==> config.mk <==
export PLATFORM = sky130hd
export DESIGN_NAME = cpf_back
export DESIGN_NICKNAME = d
export VERILOG_FILES = /design/src/rtl/core/cpf_pkg.sv /design/src/rtl/core/cpf_back.sv
export SDC_FILE = /design/constraint.sdc
export NUM_CORES = 1
export LEC_CHECK = 0
export BUFFER_PORTS_ARGS = -buffer_cell sky130_fd_sc_hd__buf_2
export CAP_MARGIN = 20
export CORE_AREA = 2 2 137 139
export CTS_CLUSTER_SIZE = 12
export DETAILED_ROUTE_END_ITERATION = 16
export DIE_AREA = 0 0 139 141
export MAX_ROUTING_LAYER = met4
export SLEW_MARGIN = 0
export SYNTH_ARGS = -nofsm -noshare
export SYNTH_HDL_FRONTEND = slang
export SYNTH_SLANG_ARGS = --single-unit
==> constraint.sdc <==
create_clock -name clk -period 5.6 [get_ports clk]
set_clock_uncertainty 0.1 [all_clocks]
set_input_delay 0.28 -clock clk [delete_from_list [all_inputs] [get_ports clk]]
set_output_delay 0.28 -clock clk [all_outputs]
set_load 0.05 [all_outputs]
==> src/rtl/core/cpf_pkg.sv <==
// Shared types and constants for the convex polyhedron point filter.
`default_nettype none

package cpf_pkg;

  // Field widths fixed by the word format
  localparam int DATA_W     = 32;
  localparam int SLOT_W     = 4;
  localparam int CNT_W      = 5;
  localparam int PROD_W     = 2 * DATA_W;
  // Three products plus the shifted offset, with headroom for the carries
  localparam int SUM_W      = PROD_W + 3;
  localparam int OFF_SHIFT  = 30;
  localparam int PLANES_DEF = 16;
  localparam int FIFO_DEPTH = 2;

  typedef enum logic {
    OP_LOAD = 1'b0,
    OP_TEST = 1'b1
  } op_t;

  typedef struct packed {
    op_t               op;
    logic [SLOT_W-1:0] plane_slot;
    logic [DATA_W-1:0] normal_x;
    logic [DATA_W-1:0] normal_y;
    logic [DATA_W-1:0] normal_z;
    logic [DATA_W-1:0] plane_offset;
    logic [DATA_W-1:0] point_x;
    logic [DATA_W-1:0] point_y;
    logic [DATA_W-1:0] point_z;
    logic              last_point;
  } item_t;

  typedef enum logic [1:0] {
    ST_IDLE,
    ST_RUN,
    ST_DRAIN,
    ST_DONE
  } seq_state_t;

  // Sequencer to plane evaluator
  typedef struct packed {
    logic wr_en;
    logic rd_en;
  } eval_ctl_t;

  // Plane evaluator to sequencer
  typedef struct packed {
    logic valid;
    logic outside;
  } eval_res_t;

endpackage

`default_nettype wire

==> src/rtl/core/cpf_back.sv <==
// Back end: test sequencer over the plane table and the result register.
`default_nettype none

module cpf_back #(
  parameter  int MAX_PLANES = cpf_pkg::PLANES_DEF,
  localparam int IDX_W      = (MAX_PLANES > 1) ? $clog2(MAX_PLANES) : 1
) (
  input  wire logic                       clk,
  input  wire logic                       rst_n,
  input  wire logic [cpf_pkg::CNT_W-1:0]  plane_count,
  input  wire logic                       deq_valid,
  output logic                            deq_ready,
  input  wire cpf_pkg::item_t             deq_item,
  input  wire logic                       deq_is_test,
  output cpf_pkg::eval_ctl_t              ctl,
  output logic [IDX_W-1:0]                wr_idx,
  output logic [IDX_W-1:0]                rd_idx,
  input  wire cpf_pkg::eval_res_t         res,
  output logic                            out_valid,
  input  wire logic                       out_ready,
  output logic                            out_inside_res,
  output logic [cpf_pkg::DATA_W-1:0]      out_kept_x,
  output logic [cpf_pkg::DATA_W-1:0]      out_kept_y,
  output logic [cpf_pkg::DATA_W-1:0]      out_kept_z,
  output logic                            out_batch_end
);
  import cpf_pkg::*;

  seq_state_t        state_r, state_nxt;
  logic [CNT_W-1:0]  n_c, n_last_c;
  logic [CNT_W-1:0]  iss_r, iss_nxt;
  logic [CNT_W-1:0]  rcv_r, rcv_nxt;
  logic              outside_r, outside_nxt;
  logic              out_valid_r, out_valid_nxt;
  logic              slot_ok;
  logic              ld_out;

  // Active plane count, saturated to the table depth
  assign n_c      = (int'(plane_count) > MAX_PLANES) ? CNT_W'(MAX_PLANES) : plane_count;
  assign n_last_c = n_c - 1'b1;
  assign slot_ok  = (int'(deq_item.plane_slot) < MAX_PLANES);
  assign wr_idx   = IDX_W'(deq_item.plane_slot);
  assign rd_idx   = IDX_W'(iss_r);

  // Next state
  always_comb begin
    state_nxt = state_r;
    case (state_r)
      ST_IDLE: begin
        if (deq_valid && deq_is_test) begin
          state_nxt = (n_c == '0) ? ST_DONE : ST_RUN;
        end
      end
      ST_RUN: begin
        if (iss_r == n_last_c) begin
          state_nxt = ST_DRAIN;
        end
      end
      ST_DRAIN: begin
        if (res.valid && (rcv_r == n_last_c)) begin
          state_nxt = ST_DONE;
        end
      end
      ST_DONE: begin
        if (ld_out) begin
          state_nxt = ST_IDLE;
        end
      end
      default: state_nxt = ST_IDLE;
    endcase
  end

  // Outputs of the sequencer
  always_comb begin
    deq_ready = 1'b0;
    ctl       = '0;
    ld_out    = 1'b0;
    case (state_r)
      ST_IDLE: begin
        if (deq_valid && !deq_is_test) begin
          deq_ready  = 1'b1;
          ctl.wr_en  = slot_ok;
        end
      end
      ST_RUN: begin
        ctl.rd_en = 1'b1;
      end
      ST_DONE: begin
        ld_out    = !out_valid_r || out_ready;
        deq_ready = ld_out;
      end
      default: begin
        deq_ready = 1'b0;
      end
    endcase
  end

  // Issue and receive counters, outside accumulator, output valid
  always_comb begin
    iss_nxt       = iss_r;
    rcv_nxt       = rcv_r;
    outside_nxt   = outside_r;
    out_valid_nxt = out_valid_r;
    if (state_r == ST_IDLE) begin
      iss_nxt     = '0;
      rcv_nxt     = '0;
      outside_nxt = 1'b0;
    end else begin
      if (state_r == ST_RUN) begin
        iss_nxt = iss_r + 1'b1;
      end
      if (res.valid) begin
        rcv_nxt     = rcv_r + 1'b1;
        outside_nxt = outside_r | res.outside;
      end
    end
    if (ld_out) begin
      out_valid_nxt = 1'b1;
    end else if (out_ready) begin
      out_valid_nxt = 1'b0;
    end
  end

  always_ff @(posedge clk) begin
    if (!rst_n) begin
      state_r     <= ST_IDLE;
      iss_r       <= '0;
      rcv_r       <= '0;
      outside_r   <= 1'b0;
      out_valid_r <= 1'b0;
    end else begin
      state_r     <= state_nxt;
      iss_r       <= iss_nxt;
      rcv_r       <= rcv_nxt;
      outside_r   <= outside_nxt;
      out_valid_r <= out_valid_nxt;
    end
  end

  // Result word
  always_ff @(posedge clk) begin
    if (ld_out) begin
      out_inside_res <= !outside_r;
      out_kept_x     <= deq_item.point_x;
      out_kept_y     <= deq_item.point_y;
      out_kept_z     <= deq_item.point_z;
      out_batch_end  <= deq_item.last_point;
    end
  end

  assign out_valid = out_valid_r;

  // Plane results only come back while a test is running or draining
  a_res_in_test: assert property (@(posedge clk) disable iff (!rst_n)
    res.valid |-> (state_r == ST_RUN || state_r == ST_DRAIN))
    else $error("plane result outside a test");

  // Reads never go past the active plane count
  a_iss_bound: assert property (@(posedge clk) disable iff (!rst_n)
    (state_r == ST_RUN) |-> (iss_r < n_c))
    else $error("plane read beyond active count");

  // A result word is only built from a queued test
  a_ld_from_test: assert property (@(posedge clk) disable iff (!rst_n)
    ld_out |-> (deq_valid && deq_is_test))
    else $error("result loaded without a test at the queue head");

  // Loads are retired without leaving idle
  a_load_stays_idle: assert property (@(posedge clk) disable iff (!rst_n)
    (state_r == ST_IDLE && deq_valid && !deq_is_test) |=> (state_r == ST_IDLE))
    else $error("load left the idle state");

endmodule

`default_nettype wire

==> Word level (Yosys, flattened, before mapping) <==
Index checks and enable logic that the tools add are counted.
{ "totals": {"elab_cells": 51, "latchBits": 0, "ff_bits": 112, "rom_bits": 0, "mem_bits_rw": 0, "n_memories": 0} }
{ "op_classes": {"addsub": 3, "eq_ne": 9, "muxes": 14, "n_mul": 0, "bitwise_logic": 2, "shift": 0, "div_mod_pow": 0, "reduce_logical": 12, "magnitude_cmp": 1} }
{ "ops": {"columns": ["operator", "n"], "rows": [
  ["$add 5x1->5 const B", 2],
  ["$eq 5x5->1", 2],
  ["$mux 2", 5],
  ["$ne 2x2->1 const B", 4],
  ["$pmux 2 s4", 1],
  ["$mux 1", 6],
  ["$gt 5x5->1 const B", 1],
  ["$logic_not 5->1", 1],
  ["$mux 5", 1],
  ["$sub 5x1->5 const B", 1],
  ["$eq 2x2->1 const B", 2],
  ["$reduce_and 4->1", 1],
  ["$logic_and 1x1->1", 3],
  ["$logic_not 1->1", 3],
  ["$eq 2x1->1 const B", 1],
  ["$logic_not 2->1", 1],
  ["$pmux 1 s2", 1],
  ["$reduce_bool 2->1", 1],
  ["$reduce_or 2->1", 1],
  ["$logic_or 1x1->1", 1],
  ["$not 1->1", 1],
  ["$or 1x1->1", 1]
]} }

==> Longest topological paths before layout <==
{ "depth": {"ltp_word": 7, "depth_mapped": 8, "depth_no_buf": 8} }

==> Least setup slack after synthesis <==
OpenSTA, ideal clock, no wires.
{ "synth_path": {"path_type": "reg2out", "start": "register out_valid_r, in the netlist out_valid", "end": "output port deq_ready", "path_buffers": 0, "arrival_ns": 6.066, "required_time_ns": 5.220, "stages_incl_launch_ff": 5, "path_slack_ns": -0.846, "cell_sequence": "dfxtp_1 -> nor2b_1 -> nor2b_1 -> nor2_1 -> nor2_1"} }
{ "synth_via": {"elab_chain_len": 3} }
{ "synth_rtl": {"columns": ["element", "line_no", "source"], "rows": [
  ["start, declared", "cpf_back.sv:34", "logic out_valid_r, out_valid_nxt;"],
  ["start signal, assigned", "cpf_back.sv:136", "out_valid_r <= out_valid_nxt;"],
  ["$logic_not 1->1", "cpf_back.sv:89", "ld_out = !out_valid_r || out_ready;"],
  ["$logic_or 1x1->1", "cpf_back.sv:89", null],
  ["$pmux 1 s2", "cpf_back.sv:78", "case (state_r)"],
  ["end, declared", "cpf_back.sv:12", "output logic deq_ready,"]
]} }
Every way passes these cells.

==> Worst setup path after layout <==
{ "layout_path": {"start": "register state_r[1]", "end": "output port deq_ready"} }
{ "layout_via": {"elab_chain_len": 2, "word_cells_on_any_way": 3} }
{ "layout_rtl": {"columns": ["element", "line_no", "source"], "rows": [
  ["start, declared", "cpf_back.sv:29", "seq_state_t state_r, state_nxt;"],
  ["start signal, assigned", "cpf_back.sv:132", "state_r <= state_nxt;"],
  ["$eq 2x2->1 or $logic_not 2->1 (tied branches)", "cpf_back.sv:78", null],
  ["$pmux 1 s2 *", "cpf_back.sv:78", null]
]} }
Mark *: on every way between the ends. The rest lies on a longest branch, timed or not.

==> flow_metrics.py <==
metrics = {
    "sta": {
        "fin_crit_ns": 2.63,
        "fmax_ghz": 0.380,
        "slew_violations": 0,
        "final-setup-viol-count": 0,
        "fin_ws_ns": 2.97,
        "tns_ns": 0,
        "hold_viol_final": 0,
        "tightestPinTransition_ns": 0.787,
        "hold_ws_ns": 0.0156,
        "rsz0062_at_grt": "no",
        "slew_headroom_pct": 47.5,
        "finalCritPeriodShare_pct": 46.9,
    },
    "logic_synthesis": {
        "synthXorXnorAreaFrac_pct": 4.04,
        "synth_ff_type": "edfxtp_1",
        "synth_top_area_share_pct": 75.4,
        "yosys-mux-area-fraction_pct": 0.769,
        "syn_area_per_cell_sq_um": 18.9,
        "ys_warn_count": 0,
        "ys_types": 30,
        "ys_ff_latch": 112,
        "async_flop_share_pct": 0,
        "synth_compound_area_share_pct": 3.21,
        "seq_area_frac_synth_pct": 82.6,
        "synth-edff-count": 98,
        "synth-simple-area-share_pct": 4.94,
        "syn_inst": 206,
        "yosys-top-cells-area": "edfxtp_1 75%, dfxtp_1 7.2%, ha_1 2.2%, xnor2_1 2.0%, xor2_1 2.0%",
        "syn_area_sq_mm": 0.00390,
        "yosysTopAreaCell": "edfxtp_1",
        "synth-adder-area-share_pct": 2.24,
        "syn_nets": 455,
        "synth_top_family_by_area": "simple AND/OR/NAND/NOR gates",
    },
    "status": {
        "status": "complete, no violations",
    },
    "die": {
        "rows": 50,
        "die_w_microns": 139,
        "coreArea_sq_mm": 0.0183,
        "die_y_microns": 141,
        "start_util_pct": 21.4,
        "die_area_sq_mm": 0.0196,
        "pin_count": 352,
    },
    "critical_path": {
        "crit_arrival_ns": 2.25,
        "rr_startpoint": "state_r[1]",
        "crit_required_ns": 5.22,
        "r2r_slack_ns": 3.68,
        "rr_worst_depth": 3,
        "crit_type": "flip-flop to output port",
        "cp_max_fo": 61,
        "timing.rr.end": "out_inside_res",
        "cp-end-kind": "output port",
        "cp-start-kind": "flip-flop",
    },
    "clock_network": {
        "cts_tree": "done",
        "cts.htree.levels": 3,
        "cts_made_buffers": 9,
        "path_clk_slew_ns": 0.08,
        "cts_root_buf": "clkbuf_16",
        "insertion_delay_ns": 0.35,
        "cts_buffer_depth": 2,
        "clkSinkCount": 112,
    },
    "global_route": {
        "grt_max_degree": 62,
        "grt_pass1_vias": 3079,
        "grt_usage_pct": 12.7,
        "grt_pass1_wl_microns": 17800,
        "grt_overflow": 0,
        "antenna_found_initial": 0,
    },
    "detailed_routing": {
        "drc": 0,
        "vias_per_cell": 3.91,
        "post_drt_wl_per_cell_microns": 16.4,
        "dr.pass1.iters": 4,
        "vias": 2928,
        "routed_wl_microns": 12300,
        "antenna_left": 0,
        "dr.first_iter.drc_count": 76,
    },
    "power": {
        "leakagePower_nw": 2.60,
        "cellPowerDensity_mw_per_mm2": 342,
        "irDropWorstVdd_mv": 0.181,
    },
    "hold_path": {
        "holdPathEnd": "out_kept_z[26]",
        "hold_depth": 1,
        "min_path_type": "input port to flip-flop",
        "min_from": "deq_item[27]",
    },
    "final_layout": {
        "drive_above_1_share_pct": 46.0,
        "diodes": 0,
        "syn_to_final_growth_pct": 63.9,
        "fin_util_pct": 35.0,
        "nets": 759,
    },
    "place": {
        "gp_congestion": 0.868,
        "preCtsSetupSlack_ns": 3.09,
        "hpwlAfterDp_microns": 8760,
        "portBuffers": 214,
    },
    "flow_run": {
        "maxCapViolations": 0,
    },
}
[registers in the layout, indices dropped and copies added, names as in the netlist]
name	cells
iss_r	5
state_r	2
out_inside_res	1
rcv_r	5
out_kept_x	32
out_kept_y	32
out_batch_end	1
out_valid	1
outside_r	1
out_kept_z	32
[area by class of cell]
cell class | count | area [sq um]
Inverter | 4 | 15.0
Multi-Input combinational cell | 79 | 601
Fill cell | 1782 | 11900
Tap cell | 234 | 293
Clock buffer | 9 | 225
Clock inverter | 7 | 72.6
Sequential cell | 112 | 3220
Timing Repair Buffer | 304 | 1970
[routing by layer]
metal / vias up / share of wire (%) / global-route usage (%)
li1: 1370 / - / -
met1: 1373 / 42 / 14.6
met2: 166 / 43 / 18.9
met3: 19 / 12 / 6.42
met4: 0 / 2.1 / 5.21
met5: - / 0 / -
[stage by stage]
step / cells / power, mW / cell area, sq um
6_report: 749 / 2.19 / 6400
5_1_grt: 749 / 2.30 / 6400
4_1_cts: 748 / 2.23 / 6390
3_5_place_dp: 645 / 1.53 / 5220
3_3_place_gp: 645 / 1.52 / 5220
2_1_floorplan: 206 / 1.40 / 3910
[Yosys cell counts (2+ instances only)]
| cell | n |
|---|---|
| nor2_1 | 17 |
| nand2_1 | 4 |
| nand4_1 | 4 |
| a21oi_1 | 2 |
| dfxtp_1 | 14 |
| clkbuf_1 | 3 |
| nor2b_1 | 3 |
| buf_4 | 8 |
| xnor2_1 | 9 |
| inv_1 | 4 |
| xor2_1 | 9 |
| ha_1 | 7 |
| mux2i_1 | 3 |
| nand2b_1 | 4 |
| nor3_1 | 2 |
| o31a_1 | 2 |
| edfxtp_1 | 98 |
[power breakdown]
part / internal (mW) / switching, mW
logic: 0.163 / 0.370
registers: 0.993 / 0.0265
clock network: 0.316 / 0.319
total: 1.47 / 0.715
[logic make-up after synthesis]
group / Yosys count
multiplexers: 3
flip-flops: 112
buffers and inverters: 15
AO/OA/AOI/OAI: 13
adder cells (fa/ha/maj): 7
XOR/XNOR: 18
AND/OR/NAND/NOR: 38
[layout by cell type, fill, tap and decap left out, drive strengths merged]
| cell | instances |
|---|---|
| o21a | 1 |
| xor2 | 9 |
| and3b | 1 |
| nor2b | 3 |
| edfxtp | 98 |
| o21ai | 1 |
| dlygate4sd3 | 88 |
| buf | 216 |
| clkbuf | 9 |
| nor3 | 2 |
| nor4b | 1 |
| a221oi | 1 |
| nand2b | 4 |
| nand4 | 4 |
| dfxtp | 14 |
| o41ai | 2 |
| a22oi | 1 |
| a21oi | 3 |
| inv | 7 |
| o2111ai | 1 |
| a311oi | 1 |
| xnor2 | 9 |
| nor2 | 17 |
| nand2 | 4 |
| ha | 7 |
| nand3 | 1 |
| nor4 | 1 |
| mux2i | 3 |
| clkinv | 4 |
| o31a | 2 |
[how the worst max path moves through the flow]
stage | startpoint | end | slack, ns | cells past startpoint
2_1_floorplan | out_valid | deq_ready | 1.09 | 4
3_3_place_gp | plane_count[4] | state_r[0] | 3.09 | 9
3_5_place_dp | plane_count[4] | state_r[0] | 3.09 | 9
4_1_cts | state_r[1] | deq_ready | 2.89 | 6
5_1_grt | state_r[1] | deq_ready | 2.72 | 6
6_report | state_r[1] | deq_ready | 2.97 | 6
[what timing repair did]
item	4_1_cts	5_1_grt
setup buffers	0	0
resized for setup	0	0
hold buffers	87	1
endpoints found under the hold margin	87	1
[worst max-delay path: stages, from the launching register on]
cell     delay (ns)
dfxtp_1        0.39
ha_1           0.22
nor2b_4        0.17
buf_4          0.61
nor2_1         0.11
nor2_1         0.12
buf_2          0.27
Note: power is estimated with default switching activity, not from simulation.
