## src/rtl/core/cpf_pkg.sv

```systemverilog
// Shared types and constants for the convex polyhedron point filter.
`default_nettype none

package cpf_pkg;

  // Field widths fixed by the word format
  localparam int DATA_W     = 32;
  localparam int SLOT_W     = 4;
  localparam int CNT_W      = 5;
  localparam int PROD_W     = 2 * DATA_W;
  // Three products plus the shifted offset, with headroom for the carries
  localparam int SUM_W      = PROD_W + 3;
  localparam int OFF_SHIFT  = 30;
  localparam int PLANES_DEF = 16;
  localparam int FIFO_DEPTH = 2;

  typedef enum logic {
    OP_LOAD = 1'b0,
    OP_TEST = 1'b1
  } op_t;

  typedef struct packed {
    op_t               op;
    logic [SLOT_W-1:0] plane_slot;
    logic [DATA_W-1:0] normal_x;
    logic [DATA_W-1:0] normal_y;
    logic [DATA_W-1:0] normal_z;
    logic [DATA_W-1:0] plane_offset;
    logic [DATA_W-1:0] point_x;
    logic [DATA_W-1:0] point_y;
    logic [DATA_W-1:0] point_z;
    logic              last_point;
  } item_t;

  typedef enum logic [1:0] {
    ST_IDLE,
    ST_RUN,
    ST_DRAIN,
    ST_DONE
  } seq_state_t;

  // Sequencer to plane evaluator
  typedef struct packed {
    logic wr_en;
    logic rd_en;
  } eval_ctl_t;

  // Plane evaluator to sequencer
  typedef struct packed {
    logic valid;
    logic outside;
  } eval_res_t;

endpackage

`default_nettype wire

```

## src/rtl/core/cpf_front.sv

```systemverilog
// Input side: accepts words into a short queue and flags tests versus loads.
`default_nettype none

module cpf_front (
  input  wire logic           clk,
  input  wire logic           rst_n,
  input  wire logic           in_valid,
  output logic                in_ready,
  input  wire cpf_pkg::item_t in_item,
  output logic                deq_valid,
  input  wire logic           deq_ready,
  output cpf_pkg::item_t      deq_item,
  output logic                deq_is_test
);
  import cpf_pkg::*;

  localparam int PTR_W = (FIFO_DEPTH > 1) ? $clog2(FIFO_DEPTH) : 1;
  localparam int QC_W  = $clog2(FIFO_DEPTH + 1);

  item_t            q_r [FIFO_DEPTH];
  logic [PTR_W-1:0] wr_ptr_r, wr_ptr_nxt;
  logic [PTR_W-1:0] rd_ptr_r, rd_ptr_nxt;
  logic [QC_W-1:0]  cnt_r, cnt_nxt;
  logic             push, pop;

  // Handshake and head of queue
  assign in_ready    = (cnt_r != QC_W'(FIFO_DEPTH));
  assign deq_valid   = (cnt_r != '0);
  assign deq_item    = q_r[rd_ptr_r];
  assign deq_is_test = (q_r[rd_ptr_r].op == OP_TEST);
  assign push        = in_valid && in_ready;
  assign pop         = deq_valid && deq_ready;

  // Pointer and fill count update
  always_comb begin
    wr_ptr_nxt = wr_ptr_r;
    rd_ptr_nxt = rd_ptr_r;
    cnt_nxt    = cnt_r;
    if (push) begin
      wr_ptr_nxt = (wr_ptr_r == PTR_W'(FIFO_DEPTH - 1)) ? '0 : wr_ptr_r + 1'b1;
    end
    if (pop) begin
      rd_ptr_nxt = (rd_ptr_r == PTR_W'(FIFO_DEPTH - 1)) ? '0 : rd_ptr_r + 1'b1;
    end
    case ({push, pop})
      2'b10:   cnt_nxt = cnt_r + 1'b1;
      2'b01:   cnt_nxt = cnt_r - 1'b1;
      default: cnt_nxt = cnt_r;
    endcase
  end

  always_ff @(posedge clk) begin
    if (!rst_n) begin
      wr_ptr_r <= '0;
      rd_ptr_r <= '0;
      cnt_r    <= '0;
    end else begin
      wr_ptr_r <= wr_ptr_nxt;
      rd_ptr_r <= rd_ptr_nxt;
      cnt_r    <= cnt_nxt;
    end
  end

  // Queue storage
  always_ff @(posedge clk) begin
    if (push) begin
      q_r[wr_ptr_r] <= in_item;
    end
  end

endmodule

`default_nettype wire

```

## config.mk

```make
export PLATFORM = sky130hd
export DESIGN_NAME = cpf_front
export DESIGN_NICKNAME = d
export VERILOG_FILES = /design/src/rtl/core/cpf_pkg.sv /design/src/rtl/core/cpf_front.sv
export SDC_FILE = /design/constraint.sdc
export NUM_CORES = 1
export LEC_CHECK = 0
export ABC_AREA = 1
export BUFFER_PORTS_ARGS = -buffer_cell sky130_fd_sc_hd__buf_4
export CAP_MARGIN = 25
export CORE_UTILIZATION = 53
export CTS_CLUSTER_DIAMETER = 30
export CTS_CLUSTER_SIZE = 28
export DETAILED_ROUTE_END_ITERATION = 10
export PLACE_DENSITY = 0.8
export SLEW_MARGIN = 40
export SYNTH_ARGS = -nofsm -noshare
export SYNTH_HDL_FRONTEND = slang
export SYNTH_SLANG_ARGS = --single-unit
```

## constraint.sdc

```tcl
create_clock -name clk -period 13.8 [get_ports clk]
set_input_delay 0.69 -clock clk [delete_from_list [all_inputs] [get_ports clk]]
set_output_delay 0.69 -clock clk [all_outputs]
set_load 0.01 [all_outputs]
```

* After elaboration in Yosys (flattened, before gate mapping)
Memory sizes are Yosys's and may differ from the RTL's. A register that Yosys moved wholly into a read port is not among the register bits. Index checks and enable logic that the tools add are counted.
Storage, ports and cells: bits in registers 4, RAM bits 460, word-level logic and storage cells 22, memories kept 1
Cells by class: add/subtract/negate cells 4, equal/unequal tests 3, muxes and demuxes 7, reductions and logical operators 4
Memory list:
- q_r | words 2, bits a word 230, rd ports 1, clocked after memory_dff 1, wr ports 1, RTL line cpf_front.sv:20 | item_t q_r [FIFO_DEPTH];
Operator list (count):
- $mux 1 | 6
- $pmux 2 s2 | 1
- $reduce_bool 2->1 | 2
- $add 1x1->1 const B | 2
- $add 2x1->2 const B | 1
- $eq 2x1->1 const B | 1
- $eq 2x2->1 const B | 1
- $logic_and 1x1->1 | 2
- $ne 2x2->1 const B | 1
- $sub 2x1->2 const B | 1

* Longest topological paths before layout
Gate-level depths: netlist (run 1).
depth in word-level cells 4, mapped depth 9

* Least setup slack after synthesis (run 1)
No wires, ideal clock.
kind in2reg, from input in_valid, to memory q_r[1][0] (netlist name) (enable), library setup time 0.826 ns, data arrival time 10.351 ns, setup slack 2.623 ns, cell stages on the path 2, cells stage by stage nand2_1 nor2_1
Between the ends: word-level cells in the longest chain between the ends 3
RTL lines:
- start, declared | RTL line cpf_front.sv:7 | input wire logic in_valid,
- $logic_and 1x1->1 | RTL line cpf_front.sv:31 | assign push = in_valid && in_ready;
- $mux 1 | RTL line cpf_front.sv:66 | if (push) begin
- $mux 1 (not written as such) | RTL line cpf_front.sv:67 | q_r[wr_ptr_r] <= in_item;
- end, declared | RTL line cpf_front.sv:20
Every way passes these cells.

==> flow_summary_export.csv, run 1 <==
group,metric,value,unit
run_status,status,"completed",
setup_path,rrSetupSlack,10830,ps
global_route,grt_pass1_vias,9808,
yosys,seq_area_frac_synth,77.9,%
global_route,gr-usage-met3,8.73,%
setup_path,worstSetupPathType,"flop to output pin",
place,placed_cell_area,21600,um2
global_route,grt_use_met1,22.7,%
floorplan,io_pins,467,
floorplan,fp.dieArea,34400,um2
setup_path,required,13110,ps
setup_path,r2r-start,"cnt_r[0]$_SDFFE_PN0P_",
yosys,yosys_warnings,0,
timing,hold_ws,276,ps
global_route,grt_max_degree,114,
global_route,grt_overflow_total,0,
setup_path,crit_path_start_kind,"flop",
timing,finalHoldViolations,0,
clock_network,cts_tree,"yes",
setup_path,worstSetupEndpointType,"output pin",
clock_network,postCtsSetupBuffers,0,
place,dp_hpwl,24800,um
finish,multi_input_area,3470,um2
timing,fin_crit_sh,24.0,%
detailed_routing,viasPerCell,5.07,
finish,area_delta_synth_final,37.9,%
clock_network,clockRootBuffer,"clkbuf_16",
yosys,syn-num-nets,988,
timing,fin_tns_setup,0,ps
yosys,synth.avg_cell_area,23.7,um2
floorplan,die_h,186,um
global_route,grt-busiest-layer,"met2",
power,ir_drop,0.142,mV
finish,drive_gt1_share,62.9,%
place,gp_congestion,0.742,
detailed_routing,wirelength,39900,um
timing,tightest_slew,876,ps
place,io_buffers,466,
detailed_routing,drtIter0Drc,547,
min_path,holdCritPathClass,"input port to flop",
detailed_routing,via_count,9192,
setup_path,timing.rr.end,"q_r[1][56]$_DFFE_PP_",
detailed_routing,dr.pass1.iters,5,
timing,skew,21.0,ps
yosys,synth_cell_type_count,17,
detailed_routing,drc_errors,0,
floorplan,row_count,66,
setup_path,arrival,2630,ps
clock_network,cts-resized-gates,0,
timing,grt_setup_unrepaired,"no",
global_route,grt_usage,22.4,%
finish,regArea,13900,um2
power,leakage,9.72,nW
timing,fin_crit,3320,ps
yosys,synth_cells,753,
clock_network,cts_made_buffers,88,
timing,fmax,0.301,GHz
global_route,grt_pass1_wl,55800,um
min_path,hold_path_startpoint,"in_item[105]",
floorplan,die_w,186,um
setup_path,crit_path_end,"deq_item[7]",
yosys,ys_ff_latch,465,
finish,final_nets,1529,
finish,fill_cells,1814,
clock_network,cts_num_sinks,465,
setup_path,r2r_cells,7,
clock_network,holdBufCountCts,0,
clock_network,ctsLongestPathBuffers,3,
timing,setup_violations,0,
timing,relSlewSlack,41.6,%
floorplan,core,32900,um2
floorplan,floorplan.initialDensity,54.4,%
run,maxCapViolCount,0,
setup_path,worst-path-max-fanout,113,
clock_network,h-tree-depth,3,
finish,finalInstanceArea,24600,um2
clock_network,clk_latency,600,ps
global_route,antenna_found_initial,2,
detailed_routing,ant_nets,0,
yosys,netlist_area,17900,um2
timing,final_max_slew_viol_count,0,
power,cellPowerDensity,194,nW/um2
clock_network,clk_pin_slew,50,ps
detailed_routing,avgRoutedWirePerCell,22.0,um
global_route,use_met2,38.8,%
-- state kept, by name, summed over array words and instances, names as in the netlist, named ones only --
signal,flops
cnt_r,2
q_r,460
rd_ptr_r,1
wr_ptr_r,1
-- critical path: stages (launching register included) --
cell     delay [ps]
dfxtp_4         670
buf_12          650
mux2_2          460
buf_4           160
-- through the flow --
| stage | power [mW] | setup slack [ps] | util, % | cells |
|---|---|---|---|---|
| final | 4.79 | 10480 | 74.9 | 1813 |
| after global routing | 4.94 | 10390 | 74.9 | 1812 |
| after CTS | 4.82 | 10410 | 74.9 | 1810 |
| after detailed placement | 2.68 | 10220 | 65.7 | 1645 |
| after global placement | 2.66 | 10040 | 65.5 | 1642 |
| after floorplan | 2.39 | 2620 | - | 753 |
-- cell usage after synthesis --
master	n	area (um2)
a21oi_1	1	5.00
buf_12	22	440
buf_2	3	15.0
buf_4	1	7.51
buf_6	1	11.3
dfxtp_1	5	100
edfxtp_1	460	13800
ha_1	1	12.5
inv_1	5	18.8
mux2_2	30	338
mux2_4	200	3000
nand2_1	10	37.5
nand3_1	1	5.00
nand4_1	1	6.26
nor2_1	10	37.5
o21a_1	1	7.51
o21ai_0	1	5.00
-- per-layer routing --
metal,share of wire (%),up-vias
met5,0,-
met4,4.3,0
met3,9.3,87
met2,52,444
met1,35,4549
li1,-,4112
-- area by class of cell --
type	count	area share, %
clock inverters	67	2.96
multi-input cells	256	14.1
diodes	2	0.0203
well taps	442	2.25
repair buffers	478	14.8
clock buffers	98	9.27
inverters	5	0.0762
flip-flops and latches	465	56.5
-- worst min path at each step --
stage                                 end  slack, ps  cells after the start
CTS                 q_r[1][103]$_DFFE_PP_        240                      1
global route         q_r[0][61]$_DFFE_PP_        250                      1
global placement                     flop        460                      2
floorplan                            flop        450                      2
finish              q_r[0][105]$_DFFE_PP_        280                      1
detailed placement                   flop        490                      2
-- cells by family after synthesis --
kind of cell	Yosys count	share of synthesized area, %
buffers and inverters	32	2.76
AOI/OAI and AO/OA	3	0.0980
adders and majority gates	1	0.0700
DFF	465	77.9
muxes	230	18.7
and+or+nand+nor	22	0.483
-- cells in the final DEF (no fill, tap or decap), types with 2 or more instances in the layout --
master      Yosys  layout
buf_12         22       2
mux2_4        200     200
dfxtp_1         5       4
buf_6           1       7
diode_2         0       2
buf_8           0       2
clkbuf_1        0       8
inv_1           5       5
clkbuf_16       0      90
nand2_1        10      10
clkinv_2        0      13
clkinvlp_4      0      14
edfxtp_1      460     460
mux2_2         30      30
bufinv_16       0      10
inv_16          0       2
inv_6           0       9
buf_4           1     467
clkinv_4        0      11
nor2_1         10       8
clkinv_1        0       7
nor2_4          0       2
-- where the power goes --
group	switching (mW)	leakage [nW]	internal, mW
logic	0.403	3.95	0.472
clock network	0.732	1.44	1.39
registers	0.0499	4.34	1.74
total	1.19	9.72	3.60
(Power assumes the default switching activity.)
==> run 2, diff against run 1 <==
==> constraint.sdc (replaced) <==
create_clock -name clk -period 3.42 [get_ports clk]
set_input_delay 0.171 -clock clk [delete_from_list [all_inputs] [get_ports clk]]
set_output_delay 0.171 -clock clk [all_outputs]
set_load 0.01 [all_outputs]
==> run 2 against run 1 <==
Effect of this change:
- utilization grew 6.4 points
- largest cell class unchanged
- first-iteration DRC count rose by 32%
- sequential power grew to 4.1 times the previous value
- final area grew 8.6%
==> flow_summary_export.csv, run 2 (synthesis gave the netlist of run 1 again) <==
group,metric,value,unit
clock_network,cts_num_sinks,465,
min_path,holdCritPathClass,"input port to flop",
timing,relSlewSlack,49.9,%
detailed_routing,dr.pass1.iters,5,
setup_path,critical-path-top-delay-family,"flip-flops",
setup_path,worstSetupEndpointType,"output pin",
floorplan,floorplan.initialDensity,54.4,%
detailed_routing,viasPerCell,5.19,
place,dp_hpwl,24500,um
finish,layout_common_cells,"472 x buf_4, 460 x edfxtp_1, 233 x dlygate4sd3_1",
power,internal_power,14.2,mW
timing,fin_ws,942,ps
clock_network,h-tree-depth,3,
detailed_routing,drc_errors,0,
floorplan,io_pins,467,
power,total_power,19.2,mW
detailed_routing,via_count,10500,
timing,finalHoldViolations,0,
detailed_routing,wirelength,49600,um
power,ir_drop,0.505,mV
setup_path,cp.depth,3,
setup_path,crit_path_start_kind,"flop",
setup_path,slowest_delay,680,ps
setup_path,arrival,2310,ps
place,io_buffers,466,
finish,drive_gt1_share,53.4,%
finish,largest_reg_flops,460,
floorplan,core,32900,um2
global_route,grt_overflow_total,0,
finish,fill_cells,1475,
detailed_routing,ant_nets,0,
run_status,status,"completed",
timing,fin_crit,2480,ps
floorplan,die_w,186,um
detailed_routing,drtIter0Drc,722,
floorplan,die_h,186,um
setup_path,worstSetupPathType,"flop to output pin",
timing,fmax,0.404,GHz
setup_path,r2r_cells,5,
timing,grt_setup_unrepaired,"no",
finish,regArea,13900,um2
setup_path,cp_cell_sequence,"buf_4 -> mux2_2 -> buf_4",
clock_network,postCtsSetupBuffers,0,
setup_path,cp_slowest_cell,"dfxtp_4",
timing,tightest_slew,751,ps
detailed_routing,avgRoutedWirePerCell,24.4,um
floorplan,row_count,66,
setup_path,critPathBufInv,2,
clock_network,cts_made_buffers,83,
clock_network,clk_latency,580,ps
finish,layout_commonest_cell,"buf_4",
timing,final_max_slew_viol_count,0,
power,leakage,10.6,nW
power,combPwrFrac,20.3,%
floorplan,fp.dieArea,34400,um2
global_route,grt_max_degree,121,
finish,multi_input_area,3490,um2
power,switching_power,4.98,mW
place,placed_cell_area,21700,um2
clock_network,ctsLongestPathBuffers,3,
min_path,holdPathStages,4,
setup_path,required,3250,ps
finish,reg_top3,"q_r (460), cnt_r (2)",
timing,setup_violations,0,
power,netSwitchingFraction,26.0,%
global_route,grt_usage,28.2,%
power,cellPowerDensity,717,nW/um2
global_route,grt_pass1_wl,69700,um
setup_path,worst-path-max-fanout,25,
global_route,antenna_found_initial,1,
clock_network,cts-resized-gates,0,
power,p_seq_share,37.8,%
clock_network,cts_tree,"yes",
run,maxCapViolCount,0,
timing,fin_crit_sh,72.5,%
finish,finalInstanceArea,26700,um2
timing,skew,20.5,ps
finish,final_nets,1759,
clock_network,clockRootBuffer,"clkbuf_16",
power,p_clk_share,41.9,%
place,gp_congestion,0.781,
place,place_ws,1430,ps
setup_path,cp_common_cell,"buf_4",
clock_network,clk_pin_slew,50,ps
finish,top_register,"q_r",
global_route,grt_pass1_vias,11700,
finish,area_delta_synth_final,49.7,%
clock_network,holdBufCountCts,233,
run 2: cell types whose count changed in the layout (fill, tap and decap cells not counted), moves of 5 or more:
cell / delta
clkinvlp_4: -5
buf_4: +5
dlygate4sd3_1: +233
buf_6: -7
buf_12: +6
run 2: through the flow:
| stage | utilization, % | setup TNS [ps] | hold WS (ps) | instances |
|---|---|---|---|---|
| after floorplan | - | -437200 | 270 | 753 |
| after global placement | 66.0 | 0 | 356 | 1648 |
| after detailed placement | 66.0 | 0 | 358 | 1648 |
| after CTS | 81.3 | 0 | 77.8 | 2031 |
| after global routing | 81.4 | 0 | 121 | 2032 |
| final | 81.4 | 0 | 114 | 2032 |
run 2: cell type report:
type                       count  area share (%)
clock inverter                56            2.02
sequential                   465            52.1
tap                          442            2.07
antenna                        1         0.00936
multi-input combinational    256            13.0
timing repair buffer         713            22.6
clock buffer                  94            8.16
inverter                       5          0.0702
run 2: metal layers:
layer  vias up  global-route usage [%]  share of wire (%)
met5         -                       0                  0
met4         0                    15.5                4.4
met3       122                    6.98                7.7
met2       603                    51.9                 54
met1      5259                    29.1                 34
li1       4561                       -                  -
run 2: worst reg2reg max path, stage by stage (launching register included):
cell     delay, ps
dfxtp_2        360
inv_2           80
nand2_4         80
nand2_4         80
nor2_4         570
buf_12         410
run 2: power by group through the flow:
stage	sequential [mW]	clock, mW	combinational, mW
2_1_floorplan	7.28	0	2.21
3_3_place_gp	7.26	0	3.50
3_5_place_dp	7.30	0	3.53
4_1_cts	7.21	7.94	3.80
5_1_grt	7.28	8.37	4.06
6_report	7.25	8.03	3.88
run 2: path summary, 6_finish.rpt:
kind	start	end	slack, ps
worst min-delay path	in_valid	cnt_r[0]$_SDFFE_PN0P_	110
worst max-delay path	flop	deq_item[6]	940
worst min register to register	rd_ptr_r$_SDFFE_PN0P_	flop	530
worst max register to register	cnt_r[0]$_SDFFE_PN0P_	q_r[1][114]$_DFFE_PP_	1360
==> run 3, diff against run 2 <==
--- a/config.mk
+++ b/config.mk
@@ -5,14 +5,14 @@
 export SDC_FILE = /design/constraint.sdc
 export NUM_CORES = 1
 export LEC_CHECK = 0
-export ABC_AREA = 1
+export ABC_AREA = 0
 export BUFFER_PORTS_ARGS = -buffer_cell sky130_fd_sc_hd__buf_4
 export CAP_MARGIN = 25
-export CORE_UTILIZATION = 53
+export CORE_UTILIZATION = 52
 export CTS_CLUSTER_DIAMETER = 30
 export CTS_CLUSTER_SIZE = 28
 export DETAILED_ROUTE_END_ITERATION = 10
-export PLACE_DENSITY = 0.8
+export PLACE_DENSITY = 0.79
 export SLEW_MARGIN = 40
 export SYNTH_ARGS = -nofsm -noshare
 export SYNTH_HDL_FRONTEND = slang
==> constraint.sdc (replaced) <==
create_clock -name clk -period 2.4 [get_ports clk]
set_input_delay 0.12 -clock clk [delete_from_list [all_inputs] [get_ports clk]]
set_output_delay 0.12 -clock clk [all_outputs]
set_load 0.01 [all_outputs]
==> run 3 against run 2 <==
Effect of this change:
- register-to-register slack worse by 1100 ps
- highest routed layer is now met5
- die area is 3.5% lower
- total power is 53% higher
- cell count is 0.59% lower
- sequential share of layout area is 1.3 points higher
- utilization is 0.73 points higher
- clock power is 38% higher
- largest power group unchanged
- critical path type unchanged
- largest cell class unchanged
- critical path depth stayed put
- worst setup slack worse by 830 ps
==> flow_summary_export.csv, run 3 <==
group,metric,value,unit
detailed_routing,avgRoutedWirePerCell,24.7,um
timing,setup_violations,0,
setup_path,worstSetupPathType,"flop to output pin",
finish,reg_top3,"q_r (460), cnt_r (2)",
setup_path,critPathBufInv,2,
place,dp.cells,1647,
setup_path,r2r-start,"cnt_r[1]$_SDFFE_PN0P_",
floorplan,fp.dieArea,33300,um2
finish,final_util,82.1,%
global_route,grt_pass1_vias,11800,
yosys,async_flop_share,0,%
timing,fmax,0.437,GHz
finish,layoutNonFillerInstCount,2020,
run_status,status,"completed",
place,dp_hpwl,24700,um
place,io_buffers,466,
finish,top_register,"q_r",
yosys,synth_top_area_share,81.7,%
clock_network,cts_num_sinks,465,
run,maxCapViolCount,0,
yosys,synth_edf_count,460,
finish,final_nets,1760,
setup_path,slowest_delay,540,ps
setup_path,worst-path-max-fanout,31,
detailed_routing,via_count,10700,
timing,grt_setup_unrepaired,"no",
clock_network,clk_pin_slew,60,ps
setup_path,cp_common_cell,"buf_4",
timing,finalHoldViolations,0,
detailed_routing,dr.pass1.iters,5,
power,leakage,9.91,nW
min_path,hold_path_startpoint,"in_item[21]",
clock_network,clk_latency,560,ps
detailed_routing,drtIter0Drc,683,
place,gp_congestion,0.780,
power,ir_drop,1.16,mV
floorplan,io_pins,467,
detailed_routing,wl_met3,3530,um
clock_network,cts_made_buffers,78,
yosys,syn-num-nets,976,
min_path,holdCritPathClass,"input port to flop",
finish,largest_reg_flops,460,
timing,skew,19.3,ps
setup_path,crit_path_start_kind,"flop",
detailed_routing,highest_layer,"met5",
detailed_routing,met2_length,27000,um
floorplan,row_count,65,
detailed_routing,viasPerCell,5.28,
timing,fin_crit,2290,ps
finish,multi_input_area,2730,um2
detailed_routing,wl_met1,17100,um
finish,regArea,13900,um2
setup_path,cp_slowest_cell,"dfxtp_4",
setup_path,arrival,2170,ps
min_path,holdPathStages,2,
clock_network,ctsLongestPathBuffers,3,
finish,layout_common_cells,"480 x buf_4, 460 x edfxtp_1, 233 x dlygate4sd3_1",
setup_path,cp_cell_sequence,"buf_4 -> mux2_2 -> buf_4",
yosys,netlist_top_cells_count,"460 x edfxtp_1, 230 x mux2_2, 22 x buf_6",
finish,area_delta_synth_final,54.3,%
yosys,synth.avg_cell_area,22.8,um2
setup_path,worstSetupEndpointType,"output pin",
timing,tightest_slew,716,ps
detailed_routing,ant_nets,0,
setup_path,r2r_cells,4,
clock_network,postCtsSetupBuffers,0,
detailed_routing,drc_errors,0,
floorplan,die_h,182,um
clock_network,cts_tree,"yes",
yosys,yosysMostFrequentCell,"edfxtp_1",
yosys,ys_ff_latch,465,
clock_network,clockRootBuffer,"clkbuf_16",
global_route,grt_overflow_total,0,
finish,fill_cells,1364,
yosys,yosys_warnings,0,
yosys,synth_cells,741,
detailed_routing,wirelength,49800,um
yosys,seq_area_frac_synth,82.3,%
power,cellPowerDensity,1130,nW/um2
yosys,synth_cell_type_count,22,
floorplan,floorplan.initialDensity,53.2,%
yosys,synthFlopType,"edfxtp_1",
yosys,synth_area_leader_cell,"edfxtp_1",
finish,drive_gt1_share,54.5,%
global_route,antenna_found_initial,3,
setup_path,critical-path-top-delay-family,"buffers and inverters",
floorplan,core,31800,um2
clock_network,h-tree-depth,3,
yosys,synth.area.top_cells,"edfxtp_1 82%, mux2_2 15%, buf_6 1.5%, dfxtp_1 0.59%, xnor2_1 0.16%",
setup_path,timing.rr.end,"q_r[0][185]$_DFFE_PP_",
timing,final_max_slew_viol_count,0,
global_route,grt_pass1_wl,72500,um
min_path,whs_endpoint,"q_r[1][21]$_DFFE_PP_",
timing,relSlewSlack,52.1,%
setup_path,rrSetupSlack,310,ps
yosys,netlist_area,16900,um2
setup_path,required,2280,ps
floorplan,die_w,182,um
global_route,grt_max_degree,73,
timing,fin_crit_sh,95.4,%
global_route,grt_usage,29.9,%
finish,layout_commonest_cell,"buf_4",
## run 3: cell count changes in the layout (fill, tap and decap cells not counted), moves of 7 or more
cell and change:
buf_4 +8, mux2_4 -200, nand2_1 -7, clkinv_4 +7
clkbuf_16 -7, mux2_2 +200, buf_12 +10, nor2_1 -8
## run 3: what timing repair did
action,4_1_cts,5_1_grt
gates resized for setup,0,0
hold buffers,233,0
hold endpoints to repair,465,0
## run 3: worst max path at each step
stage	from	endpoint	slack, ps	cells after the start
floorplan	cnt_r[0]$_SDFFE_PN0P_	q_r[0][0]$_DFFE_PP_	-2060	3
global placement	cnt_r[0]$_SDFFE_PN0P_	q_r[0][182]$_DFFE_PP_	450	4
CTS	flop	deq_item[141]	120	3
detailed placement	cnt_r[1]$_SDFFE_PN0P_	q_r[0][181]$_DFFE_PP_	420	4
global route	flop	deq_item[141]	50	3
finish	flop	deq_item[141]	110	3
## run 3: stage by stage
step	setup WS (ps)	setup TNS, ps	hold WS (ps)	total power [mW]	area (um2)
6_report	110	0	291	29.4	26100
5_1_grt	52.0	0	271	30.3	26100
4_1_cts	125	0	258	29.0	26100
3_5_place_dp	416	0	308	17.7	21200
3_3_place_gp	449	0	305	17.6	21200
2_1_floorplan	-2060	-791550	219	14.5	16900
## run 3: logic make-up (layout without fill, tap and decap cells)
family / Yosys count / count (layout) / synth area share (%)
and+or+nand+nor: 9 / 9 / 0.326
adders and majority gates: 1 / 1 / 0.0740
other: 0 / 2 / 0
xor gates and xnor gates: 3 / 3 / 0.155
buffers and inverters: 28 / 870 / 1.65
DFF: 465 / 465 / 82.3
AOI/OAI and AO/OA: 5 / 5 / 0.222
muxes: 230 / 230 / 15.3
## run 3: where the power goes
group | leakage [nW] | internal (mW) | switching [mW]
combinational | 4.33 | 3.97 | 3.66
clock | 1.24 | 7.05 | 4.07
sequential | 4.35 | 10.3 | 0.405
total | 9.91 | 21.3 | 8.14
## run 3: worst register-to-register path: cells and delay by family (launching register included)
| kind | cells | cell delay (ps) |
|---|---|---|
| and+or+nand+nor | 2 | 280 |
| DFF | 1 | 450 |
| buffers and inverters | 2 | 1070 |
## run 3: per-layer routing
metal	GRT usage (%)	vias to the layer above
li1	-	4564
met1	32.0	5343
met2	55.2	635
met3	7.04	130
met4	14.9	2
met5	0	-
## run 3: layout make-up
type / count / area share [%]
diodes: 2 / 0.0192
well taps: 435 / 2.09
repair buffers: 731 / 24.1
clock inverters: 55 / 2.32
multi-input cells: 248 / 10.5
inverters: 1 / 0.0288
flip-flops and latches: 465 / 53.3
clock buffers: 83 / 7.63
